### config.mk
export PLATFORM = sky130hd
export DESIGN_NAME = n2k_fast_packet_framer_top
export DESIGN_NICKNAME = d
export VERILOG_FILES = /design/src/rtl/core/n2kf_pkg.sv /design/src/rtl/core/n2kf_front.sv /design/src/rtl/core/n2kf_opq.sv /design/src/rtl/core/n2kf_back.sv /design/src/rtl/core/n2k_fast_packet_framer_top.sv
export SDC_FILE = /design/constraint.sdc
export NUM_CORES = 1
export LEC_CHECK = 0
export ABC_AREA = 1
export BUFFER_PORTS_ARGS = -buffer_cell sky130_fd_sc_hd__buf_2
export CAP_MARGIN = 15
export CORE_MARGIN = 1
export CORE_UTILIZATION = 45
export DETAILED_ROUTE_END_ITERATION = 16
export MAX_ROUTING_LAYER = met4
export PLACE_DENSITY = 0.59
export SYNTH_ARGS = -nofsm -noshare
export SYNTH_HDL_FRONTEND = slang
export SYNTH_SLANG_ARGS = --single-unit
### constraint.sdc
create_clock -name clk -period 16.2 [get_ports clk]
set_clock_uncertainty 0.1 [all_clocks]
set_input_delay 1.62 -clock clk [delete_from_list [all_inputs] [get_ports clk]]
set_output_delay 1.62 -clock clk [all_outputs]
set_load 0.01 [all_outputs]
### src/rtl/core/n2kf_pkg.sv
// n2kf_pkg: shared types and constants of the fast-packet framer
// depends on nothing; imported by every module of the block

package n2kf_pkg;

	localparam logic [7:0] MAX_PAYLOAD = 8'd223;
	localparam logic [7:0] PDU2_START  = 8'd240;
	localparam logic [7:0] PAD_BYTE    = 8'hFF;
	localparam logic [7:0] FRAME_BYTES = 8'd8;
	localparam logic [3:0] FRAME_FULL  = 4'd8;
	localparam logic [3:0] FAST_FIRST_FILL = 4'd2;
	localparam int OPQ_DEPTH = 4;

	typedef struct packed {
		logic [2:0]  priority_req;
		logic [17:0] pgn;
		logic [7:0]  destination_address;
		logic [7:0]  source_address;
		logic [7:0]  payload_length;
		logic [7:0]  payload_byte;
	} req_t;

	typedef struct packed {
		logic [28:0] can_id;
		logic [3:0]  frame_length;
		logic [7:0]  data_byte0;
		logic [7:0]  data_byte1;
		logic [7:0]  data_byte2;
		logic [7:0]  data_byte3;
		logic [7:0]  data_byte4;
		logic [7:0]  data_byte5;
		logic [7:0]  data_byte6;
		logic [7:0]  data_byte7;
		logic        last_frame;
		logic        rejected;
	} rsp_t;

	typedef enum logic [1:0] {
		OP_START,
		OP_DATA,
		OP_REJECT
	} op_kind_t;

	// classified byte handed from the front end to the frame assembler
	typedef struct packed {
		op_kind_t    kind;
		logic [28:0] id;
		logic [7:0]  len;
		logic [2:0]  seq;
		logic [7:0]  data;
		logic        last;
	} op_t;

endpackage

### src/rtl/core/n2kf_front.sv
// n2kf_front: message tracking, header sampling and identifier build
// depends on n2kf_pkg; feeds classified bytes into n2kf_opq

module n2kf_front import n2kf_pkg::*; (
	input  logic       clk,
	input  logic       arst_n,
	input  logic       accept,
	input  req_t       request,
	input  logic       cfg_write,
	input  logic [2:0] cfg_data,
	output logic       op_push,
	output op_t        op
);

	logic       in_msg_q;
	logic       drop_q;
	logic [7:0] remaining_q;
	logic [2:0] seq_q;

	logic        len_bad;
	logic [2:0]  seq_next;
	logic [28:0] id_c;
	logic [7:0]  rem_dec;

	always_comb begin
		len_bad  = (request.payload_length == 8'd0) || (request.payload_length > MAX_PAYLOAD);
		seq_next = seq_q + 3'd1;
		rem_dec  = remaining_q - 8'd1;
		id_c     = {request.priority_req, request.pgn, request.source_address};
		// pdu1 group with zero low byte: destination goes into the ps field
		if ((request.pgn[7:0] == 8'd0) && (request.pgn[15:8] < PDU2_START)) begin
			id_c[15:8] = id_c[15:8] | request.destination_address;
		end
	end

	always_comb begin
		op      = '0;
		op.id   = id_c;
		op.len  = request.payload_length;
		op.seq  = seq_next;
		op.data = request.payload_byte;
		op_push = 1'b0;
		if (!in_msg_q) begin
			op_push = accept;
			if (len_bad) begin
				op.kind = OP_REJECT;
			end else begin
				op.kind = OP_START;
				op.last = (request.payload_length == 8'd1);
			end
		end else if (!drop_q) begin
			op_push = accept;
			op.kind = OP_DATA;
			op.last = (rem_dec == 8'd0);
		end
	end

	always_ff @(posedge clk or negedge arst_n) begin
		if (!arst_n) begin
			in_msg_q    <= 1'b0;
			drop_q      <= 1'b0;
			remaining_q <= 8'd0;
			seq_q       <= 3'd0;
		end else if (accept) begin
			if (!in_msg_q) begin
				remaining_q <= request.payload_length - 8'd1;
				if (len_bad) begin
					in_msg_q <= (request.payload_length > 8'd1);
					drop_q   <= (request.payload_length > 8'd1);
				end else begin
					seq_q    <= seq_next;
					in_msg_q <= (request.payload_length != 8'd1);
					drop_q   <= 1'b0;
				end
			end else begin
				remaining_q <= rem_dec;
				if (rem_dec == 8'd0) begin
					in_msg_q <= 1'b0;
					drop_q   <= 1'b0;
				end
			end
		end else if (cfg_write && !in_msg_q) begin
			seq_q <= cfg_data;
		end
	end

endmodule

### src/rtl/core/n2kf_opq.sv
// n2kf_opq: short queue of classified bytes between front end and assembler
// depends on n2kf_pkg for op_t and the queue depth

module n2kf_opq import n2kf_pkg::*; (
	input  logic clk,
	input  logic arst_n,
	input  logic wr_en,
	input  op_t  wr_op,
	input  logic rd_en,
	output op_t  rd_op,
	output logic full,
	output logic empty
);

	localparam int PtrW = (OPQ_DEPTH > 1) ? $clog2(OPQ_DEPTH) : 1;
	localparam int CntW = $clog2(OPQ_DEPTH + 1);
	localparam logic [PtrW-1:0] PtrLast = PtrW'(OPQ_DEPTH - 1);
	localparam logic [CntW-1:0] CntFull = CntW'(OPQ_DEPTH);

	op_t              slot_q [OPQ_DEPTH];
	logic [PtrW-1:0]  wr_ptr_q;
	logic [PtrW-1:0]  rd_ptr_q;
	logic [CntW-1:0]  count_q;
	logic             do_wr;
	logic             do_rd;

	assign full  = (count_q == CntFull);
	assign empty = (count_q == '0);
	assign do_wr = wr_en && !full;
	assign do_rd = rd_en && !empty;
	assign rd_op = slot_q[rd_ptr_q];

	always_ff @(posedge clk) begin
		if (do_wr) begin
			slot_q[wr_ptr_q] <= wr_op;
		end
	end

	always_ff @(posedge clk or negedge arst_n) begin
		if (!arst_n) begin
			wr_ptr_q <= '0;
			rd_ptr_q <= '0;
			count_q  <= '0;
		end else begin
			if (do_wr) begin
				wr_ptr_q <= (wr_ptr_q == PtrLast) ? '0 : wr_ptr_q + 1'b1;
			end
			if (do_rd) begin
				rd_ptr_q <= (rd_ptr_q == PtrLast) ? '0 : rd_ptr_q + 1'b1;
			end
			if (do_wr && !do_rd) begin
				count_q <= count_q + 1'b1;
			end else if (do_rd && !do_wr) begin
				count_q <= count_q - 1'b1;
			end
		end
	end

endmodule

### src/rtl/core/n2kf_back.sv
// n2kf_back: frame assembler and result register
// depends on n2kf_pkg; drains n2kf_opq and presents finished frames

module n2kf_back import n2kf_pkg::*; (
	input  logic clk,
	input  logic arst_n,
	input  logic op_avail,
	input  op_t  op,
	output logic op_take,
	input  logic pop,
	output logic empty,
	output rsp_t result
);

	logic [7:0][7:0] fbuf_q;
	logic [3:0]      fill_q;
	logic            fast_q;
	logic [4:0]      idx_q;
	logic [2:0]      seq_q;
	logic [28:0]     id_q;
	logic            out_valid_q;
	rsp_t            out_q;

	logic            is_start;
	logic            fast_c;
	logic [2:0]      seq_c;
	logic [28:0]     id_c;
	logic [7:0][7:0] base_buf;
	logic [3:0]      base_fill;
	logic [7:0][7:0] wbuf;
	logic [3:0]      fill_new;
	logic            emit;
	logic [4:0]      idx_next;
	rsp_t            rsp_c;

	assign op_take = op_avail && (!out_valid_q || pop);
	assign empty   = !out_valid_q;
	assign result  = out_q;

	always_comb begin
		is_start  = (op.kind == OP_START);
		fast_c    = is_start ? (op.len > FRAME_BYTES) : fast_q;
		seq_c     = is_start ? op.seq : seq_q;
		id_c      = is_start ? op.id : id_q;
		idx_next  = idx_q + 5'd1;
		base_buf  = fbuf_q;
		base_fill = fill_q;
		if (is_start) begin
			base_buf  = {8{PAD_BYTE}};
			base_fill = 4'd0;
			if (fast_c) begin
				base_buf[0] = {op.seq, 5'd0};
				base_buf[1] = op.len;
				base_fill   = FAST_FIRST_FILL;
			end
		end
		wbuf                 = base_buf;
		wbuf[base_fill[2:0]] = op.data;
		fill_new             = base_fill + 4'd1;
		emit = (op.kind == OP_REJECT) || (fill_new == FRAME_FULL) || op.last;

		rsp_c = '0;
		if (op.kind == OP_REJECT) begin
			rsp_c.rejected = 1'b1;
		end else begin
			rsp_c.can_id       = id_c;
			rsp_c.frame_length = fast_c ? FRAME_FULL : fill_new;
			rsp_c.data_byte0   = wbuf[0];
			rsp_c.data_byte1   = wbuf[1];
			rsp_c.data_byte2   = wbuf[2];
			rsp_c.data_byte3   = wbuf[3];
			rsp_c.data_byte4   = wbuf[4];
			rsp_c.data_byte5   = wbuf[5];
			rsp_c.data_byte6   = wbuf[6];
			rsp_c.data_byte7   = wbuf[7];
			rsp_c.last_frame   = op.last;
		end
	end

	always_ff @(posedge clk) begin
		if (op_take && emit) begin
			out_q <= rsp_c;
		end
	end

	always_ff @(posedge clk or negedge arst_n) begin
		if (!arst_n) begin
			fbuf_q      <= {8{PAD_BYTE}};
			fill_q      <= 4'd0;
			fast_q      <= 1'b0;
			idx_q       <= 5'd0;
			seq_q       <= 3'd0;
			id_q        <= '0;
			out_valid_q <= 1'b0;
		end else begin
			if (op_take) begin
				out_valid_q <= emit || (out_valid_q && !pop);
			end else if (pop) begin
				out_valid_q <= 1'b0;
			end
			if (op_take && (op.kind != OP_REJECT)) begin
				seq_q  <= seq_c;
				id_q   <= id_c;
				if (!emit) begin
					fast_q <= fast_c;
					fbuf_q <= wbuf;
					fill_q <= fill_new;
					if (is_start) begin
						idx_q <= 5'd0;
					end
				end else if (op.last) begin
					fbuf_q <= {8{PAD_BYTE}};
					fill_q <= 4'd0;
					fast_q <= 1'b0;
					idx_q  <= 5'd0;
				end else begin
					// next fast-packet frame opens with sequence and index
					fast_q <= fast_c;
					fbuf_q <= {{7{PAD_BYTE}}, seq_c, (is_start ? 5'd1 : idx_next)};
					fill_q <= 4'd1;
					idx_q  <= is_start ? 5'd1 : idx_next;
				end
			end
		end
	end

endmodule

### src/rtl/core/n2k_fast_packet_framer_top.sv
// n2k_fast_packet_framer_top: top level of the fast-packet transmit framer
// depends on n2kf_pkg, n2kf_front, n2kf_opq and n2kf_back

// One payload byte is taken per transaction on the request side, with the
// message header sampled on the first byte of each message only. Messages of
// up to 8 bytes leave as a single frame; longer ones (up to 223 bytes) are cut
// into fast-packet frames whose first data byte holds the 3-bit sequence and
// 5-bit frame index, frame 0 also carrying the total length, the last frame
// padded with 0xff. A length of zero or above 223 yields one rejected result
// and the rest of that message is swallowed. The block takes one byte every
// cycle while the queue has room: the front end tracks message state and
// builds the identifier, a four-entry queue decouples it from the frame
// assembler, and the assembler writes finished frames into a single result
// register that is refilled in the same cycle it is popped. The final byte of
// a frame is registered in the queue, then in the result register. full only
// rises when the result side has been stalled long enough to fill the queue.
// The cfg channel is always ready; a write sets the start value of the
// sequence counter (the first message afterwards uses that value plus one)
// and is meant for idle periods only.

module n2k_fast_packet_framer_top import n2kf_pkg::*; (
	input  logic       clk,
	input  logic       arst_n,
	input  logic       push,
	output logic       full,
	input  req_t       request,
	output logic       empty,
	input  logic       pop,
	output rsp_t       result,
	input  logic       cfg_valid,
	output logic       cfg_ready,
	input  logic [2:0] cfg_data
);

	logic accept;
	logic op_push;
	op_t  op_in;
	op_t  op_out;
	logic opq_empty;
	logic op_take;

	// request transaction completes whenever the queue has room
	assign accept    = push && !full;
	assign cfg_ready = 1'b1;

	n2kf_front u_front (
		.clk       (clk),
		.arst_n    (arst_n),
		.accept    (accept),
		.request   (request),
		.cfg_write (cfg_valid),
		.cfg_data  (cfg_data),
		.op_push   (op_push),
		.op        (op_in)
	);

	n2kf_opq u_opq (
		.clk    (clk),
		.arst_n (arst_n),
		.wr_en  (op_push),
		.wr_op  (op_in),
		.rd_en  (op_take),
		.rd_op  (op_out),
		.full   (full),
		.empty  (opq_empty)
	);

	n2kf_back u_back (
		.clk      (clk),
		.arst_n   (arst_n),
		.op_avail (!opq_empty),
		.op       (op_out),
		.op_take  (op_take),
		.pop      (pop),
		.empty    (empty),
		.result   (result)
	);

endmodule

Yosys cells after proc, flatten, opt, wreduce, memory -nomap -nowiden
Memory sizes are Yosys's and may differ from the RTL's.
Index checks and enable logic that the tools add are counted.
{"block": "word_totals", "output_inout_bits": 102, "mem_bits_rw": 204, "n_memories": 1, "reg_bits": 226}
{"name": "u_opq.slot_q", "words": 4, "width": 51, "read_ports": 1, "rd_clocked_by_memory_dff": 0, "wr": 1, "line": "n2kf_opq.sv:20", "rtl": "op_t slot_q [OPQ_DEPTH];"}
{"block": "op_classes", "n_mux": 50, "reduce_logical": 37, "n_lt_le_gt_ge": 6, "eq_ne": 11, "addsub": 9, "bitwise_logic": 1}
{"cell": "64-bit 2-to-1 mux", "count": 2}
{"cell": "64-bit bitwise mux", "count": 1}
{"cell": "8-bit 2-to-1 mux", "count": 4}
{"cell": "29-bit 2-to-1 mux", "count": 1}
{"cell": "8-bit demux with 3-bit select", "count": 1}
{"cell": "8-bit zero test", "count": 3}
{"cell": "1-bit 2-to-1 mux", "count": 21}
{"cell": "3-bit 2-to-1 mux", "count": 7}
{"cell": "5-bit 2-to-1 mux", "count": 4}
{"cell": "16-bit 2-to-1 mux", "count": 1}
{"cell": "8-bit by 1-bit subtractor with 8-bit output, second input constant", "count": 2}
{"cell": "1-bit logical AND", "count": 12}
{"cell": "4-bit 2-to-1 mux", "count": 3}
{"cell": "2-bit 2-to-1 mux", "count": 5}
{"cell": "8-bit by 1-bit equality test with 1-bit output, second input constant", "count": 1}
{"cell": "8-bit by 1-bit > comparator with 1-bit output, second input constant", "count": 1}
{"cell": "8-bit by 4-bit > comparator with 1-bit output, second input constant", "count": 1}
{"cell": "8-bit > comparator, second input constant", "count": 1}
{"cell": "8-bit less-than comparator, second input constant", "count": 1}
{"cell": "2-bit != test, second input constant", "count": 4}
{"cell": "8-bit by 1-bit != test with 1-bit output, second input constant", "count": 1}
{"cell": "8-bit bitwise OR", "count": 1}
{"cell": "2-bit nonzero test", "count": 4}
{"cell": "1-bit zero test", "count": 7}
{"cell": "16 further kinds", "count": 25}

Longest topological paths before layout
An unclocked memory read counts as a cell.
{"block": "depth", "word_depth": 11, "mapped_depth": 21}

Hierarchy
From an unflattened synthesis, not the netlist that was laid out.
{"block": "unflattened", "hier_cells": 1804, "area_unflattened_um2": 19682.6}
{"module": "n2kf_back", "n_inst": 1, "area_each_um2": 9367.7, "cells_per_inst": 936}
{"module": "n2kf_opq", "n_inst": 1, "area_each_um2": 8851.0, "cells_per_inst": 656}
{"module": "n2kf_front", "n_inst": 1, "area_each_um2": 1438.9, "cells_per_inst": 207}
{"module": "n2k_fast_packet_framer_top", "n_inst": 1, "area_each_um2": 25.0, "cells_per_inst": 5}

Worst setup path before layout
OpenSTA, ideal clock, no wires.
{"block": "synth_timing", "kind": "input port to flip-flop", "startpoint": "in pop", "endpoint": "reg u_back.out_q, in the netlist u_back.result[0] (enable)", "arrival_ns": 6.229, "stages": 4, "n_path_buf": 0, "slack_ns": 9.314, "path_cell_list": "nor2_1 a31oi_1 inv_1 nor2_1"}
{"block": "synth_between", "elab_chain_cells": 3}
{"item": "from (decl)", "line": "n2k_fast_packet_framer_top.sv:28", "rtl": "input logic pop,"}
{"item": "1-bit logical OR", "line": "n2kf_back.sv:36", "rtl": "assign op_take = op_avail && (!out_valid_q || pop);"}
{"item": "1-bit logical AND", "line": "n2kf_back.sv:36"}
{"item": "1-bit logical AND", "line": "n2kf_back.sv:81", "rtl": "if (op_take && emit) begin"}
{"item": "to (signal assigned)", "line": "n2kf_back.sv:82", "rtl": "out_q <= rsp_c;"}
{"item": "to (decl)", "line": "n2kf_back.sv:22", "rtl": "rsp_t out_q;"}
No other way between the ends.
A chain may end at the register's enable or synchronous reset.

Worst setup path after layout
{"block": "layout_timing", "startpoint": "reg u_opq.rd_ptr_q[0]", "endpoint": "reg u_back.out_q, in the netlist u_back.result[72] (enable)"}
{"block": "layout_between", "elab_chain_cells": 10}
{"item": "from (decl)", "line": "n2kf_opq.sv:22", "rtl": "logic [PtrW-1:0] rd_ptr_q;"}
{"item": "from (signal assigned)", "line": "n2kf_opq.sv:49", "rtl": "rd_ptr_q <= (rd_ptr_q == PtrLast) ? '0 : rd_ptr_q + 1'b1;"}
{"item": "memory read 4 x 51 bit (*)"}
{"item": "8-bit by 4-bit > comparator with 1-bit output / 2-bit zero test (equally long branches)", "line": "n2kf_back.sv:42, n2kf_back.sv:41"}
{"item": "1-bit 2-to-1 mux", "line": "n2kf_back.sv:42", "rtl": "fast_c = is_start ? (op.len > FRAME_BYTES) : fast_q;"}
{"item": "2-bit 2-to-1 mux", "line": "n2kf_back.sv:51", "rtl": "if (fast_c) begin"}
{"item": "4-bit 2-to-1 mux", "line": "n2kf_back.sv:48", "rtl": "if (is_start) begin"}
{"item": "4-bit by 1-bit adder with 4-bit output", "line": "n2kf_back.sv:59", "rtl": "fill_new = base_fill + 4'd1;"}
{"item": "4-bit equality test", "line": "n2kf_back.sv:60", "rtl": "emit = (op.kind == OP_REJECT) || (fill_new == FRAME_FULL) || op.last;"}
{"item": "1-bit logical OR", "line": "n2kf_back.sv:60"}
{"item": "1-bit logical OR (*)", "line": "n2kf_back.sv:60"}
{"item": "1-bit logical AND (*)", "line": "n2kf_back.sv:81"}
Mark *: on every way between the ends. The rest lies on a longest branch, timed or not.

==> summary.txt <==
Clock tree
  – H-tree lvl count: 2
  – CTS tree: done
  – Clk_lat worst skew: 0.58 ns
  – Clock Root Buffer: clkbuf_16
  – Hold buffer count at cts: 0
  – Clk pin slew, worst setup/hold paths: 0.06 ns
  – Cts bufs inserted: 45
  – CTS max path bufs: 3
  – Post-CTS setup buffer count: 0
  – Clock sinks: 430
  – Post-cts sizing count: 0

Synth
  – Post-Syn Area: between 15000 and 20000 µm²
  – Post-synth EDFFs: 303
  – Synth Flop Type: edfxtp_1
  – Yosys top cell area share: 48.84%
  – Synthesized Nets: 1785
  – Post-synthesis cell count: 1709
  – Post-synthesis area per instance: roughly 11 µm²
  – Count of cell types in the netlist: 51
  – Largest area contributor in the netlist: edfxtp_1
  – Yosys reg bits: 430
  – Ys Warns: 0
  – Post-synthesis sequential area ratio: around 66%
  – Top area cells in the synthesized netlist: edfxtp_1 (49%), dfstp_2 (9.0%), dfrtp_1 (8.5%)
  – Post-synth ARST share: 29.53%

Power and ir drop
  – Tot Pwr: roughly 4.7 mW
  – P_leak: 8.489 nW
  – PD cells: about 220 nW/µm²
  – Maximum vdd drop: approximately 200 µV

Hold path
  – Hold crit path type: flip-flop to flip-flop

Timing
  – Setup violations, final: 0
  – Fin. Hold Viols: 0
  – Slew Limit Fails: 0
  – FMAX: 174.8 MHz
  – Fin Setup TNS: 0 ns
  – Final worst path period need: 5.719 ns
  – Tightest Pin Transition: between 1 and 1.5 ns
  – Final period util: 35.30%
  – RSZ-0062 raised after global routing: false
  – Slew Limit Headroom: 23.02%

Global route
  – Vias in the first global route: roughly 12k
  – Grt ovf: 0
  – Largest net degree at the start of global routing: around 110
  – First-pass GRT wire length: 67370 µm
  – Initial antenna violation count: 2
  – Total Routing Usage GR: 21.27%

Cells and area
  – Layout cells sized above 1: 19.47%
  – Fin nets: 1919
  – Fin util: 52.09%
  – Final Instance Area: around 21000 µm²
  – Fillers: 3612
  – Area delta synth->final: 14.18%

Floorplan
  – Die ar.: around 42000 µm²
  – Horiz. Die Dim: about 210 µm
  – Ports: roughly 160
  – Num rows: 74
  – Core area: 40830 µm²
  – Initial Util: approximately 46%
  – Die H: 205.5 µm

Detailed routing
  – # DRC: 0
  – Routed wire length: 42260 µm
  – WL/cell: between 15 and 20 µm
  – Vias per inst: 5.225
  – Routed vias: 12.61k
  – DRT Pass-1 Iters: 5
  – Post-DRT Antenna Nets: 0
  – Initial DRC Count: around 800

Placement
  – Gpl congestion: between 0.8 and 0.9
  – Placed standard-cell area: 19830 µm²
  – DP HPWL: 26070 µm
  – PortBufs: 161

Worst setup path
  – CP Buf/Inv Count: 6
  – Critical-path top delay cell: buf_4
  – Most used cell, CP: nand2_1
  – Crit path max fanout: 104
  – Type of the worst setup path: flip-flop to flip-flop
  – Worst Path Required: 16.29 ns
  – Max incr delay on CP: 0.79 ns
  – Critical path capture point type: flip-flop
  – Critical path startpoint category: flip-flop
  – Cell family with most CP delay: simple AND/OR/NAND/NOR gates
  – Critical path arrival: 5.81 ns
  – Critical-path cell list: buf_4, inv_2, nand2_1, nand3_1, nand2_1, nand2_4, nand2_1, inv_1, ha_1, inv_1, nor2_1, nand3_2, nand2_4, inv_2, nor2_4, buf_4

Run
  – Max_cap viols: 0

Run status
  – Status: completed
-- tightest hold or removal path: cells and delay by family, from the launching register on --
kind	cells	cell delay, ns
and+or+nand+nor	2	0.10
DFF	1	0.37
-- per-layer routing --
| layer | track usage (%) | routed length, µm |
|---|---|---|
| met1 | 28.98 | 19300 |
| met2 | 32.37 | 19660 |
| met3 | 3.738 | 2148 |
| met4 | 6.905 | 1145 |
| met5 | - | 0 |
-- cell type report --
cell class / instances / area, µm² / area share [%]
diodes: 2 / 5.005 / 0.02353
clock buffers: 68 / 1262 / 5.935
clock inverters: 16 / 177.7 / 0.8353
inverters: 175 / 660.6 / 3.106
multi-input cells: 1013 / 5201 / 24.45
flip-flops and latches: 430 / 12360 / 58.10
well taps: 532 / 665.6 / 3.129
repair buffers: 178 / 939.7 / 4.418
-- power breakdown --
| part | switching [mW] | leakage, nW | internal (mW) | total, mW |
|---|---|---|---|---|
| clock | 0.419 | 0.696 | 0.588 | 1.01 |
| sequential | 0.109 | 4.26 | 1.70 | 1.81 |
| combinational | 1.41 | 3.54 | 0.516 | 1.92 |
-- cell usage in the layout (no fill, tap or decap), drive strengths merged, types with 2 or more instances in the layout --
cell,instances
nor2,222
xor2,12
o221ai,3
o21bai,8
o21ai,183
clkbuf,68
inv,174
o22ai,39
nand2,282
nor4,3
buf,178
dfrtp,63
a22oi,40
clkinv,13
edfxtp,303
o211ai,8
nor3,5
dfstp,64
xnor2,4
o31ai,2
ha,14
a31oi,5
or2,2
bufinv,3
diode,2
nand4,16
a21oi,40
nand3,110
a32oi,9
-- path summary, 6_finish.rpt --
path,slack (ns),to,cells after the start,from
hold / removal,0.37,u_back.fbuf_q[4],2,u_back.fbuf_q[4]
max in group asynchronous,13.73,u_opq.rd_ptr_q[0],2,arst_n
min in group asynchronous,0.97,u_back.id_q[2],1,arst_n
hold reg to reg,0.37,u_back.fbuf_q[4],2,u_back.fbuf_q[4]
setup reg to reg,10.48,u_back.result[72],16,u_opq.rd_ptr_q[0]
setup / recovery,10.48,u_back.result[72],16,u_opq.rd_ptr_q[0]
-- Yosys cell counts (5+ instances only) --
library cell  number
buf_1             12
o22ai_1           39
a22oi_2           20
edfxtp_1         303
a32oi_2            5
xor2_1            12
inv_1            162
dfrtp_1           63
o21ai_1           23
a31oi_1            5
inv_2             11
nand3_1          106
clkbuf_1          37
nand2_1          278
nand4_1           14
buf_6              6
a22oi_1           20
dfstp_2           64
buf_2             29
nor2_1           217
a21oi_1           40
o211ai_1           8
o21ai_0          158
buf_4              7
ha_1              14
o21bai_1           8
-- through the flow --
step,instances,hold slack [ns],setup WS [ns]
after floorplan,1709,0.3473,9.314
after global placement,2328,0.3582,10.58
after detailed placement,2328,0.3576,10.42
after CTS,2412,0.3688,10.40
after global routing,2414,0.3924,9.977
final,2414,0.3670,10.48
-- logic make-up after synthesis --
family / synth area share, %
other: 0.02013
adders and majority gates: 1.048
buffers and inverters: 5.951
xor gates and xnor gates: 0.7522
DFF: 66.33
and+or+nand+nor: 14.65
AOI/OAI and AO/OA: 11.25
-- sequential cells by signal, indices dropped and copies added, names as in the netlist --
register and flops:
u_back.fast_q 1, u_back.id_q 29, u_front.remaining_q 8, u_back.idx_q 5
u_opq.rd_ptr_q 2, u_back.out_valid_q 1, u_back.result 99, u_opq.count_q 3
u_front.in_msg_q 1, u_opq.slot_q 204, u_back.seq_q 3, u_front.seq_q 3
u_back.fill_q 4, u_back.fbuf_q 64, u_front.drop_q 1, u_opq.wr_ptr_q 2
Note: power is estimated with default switching activity, not from simulation.
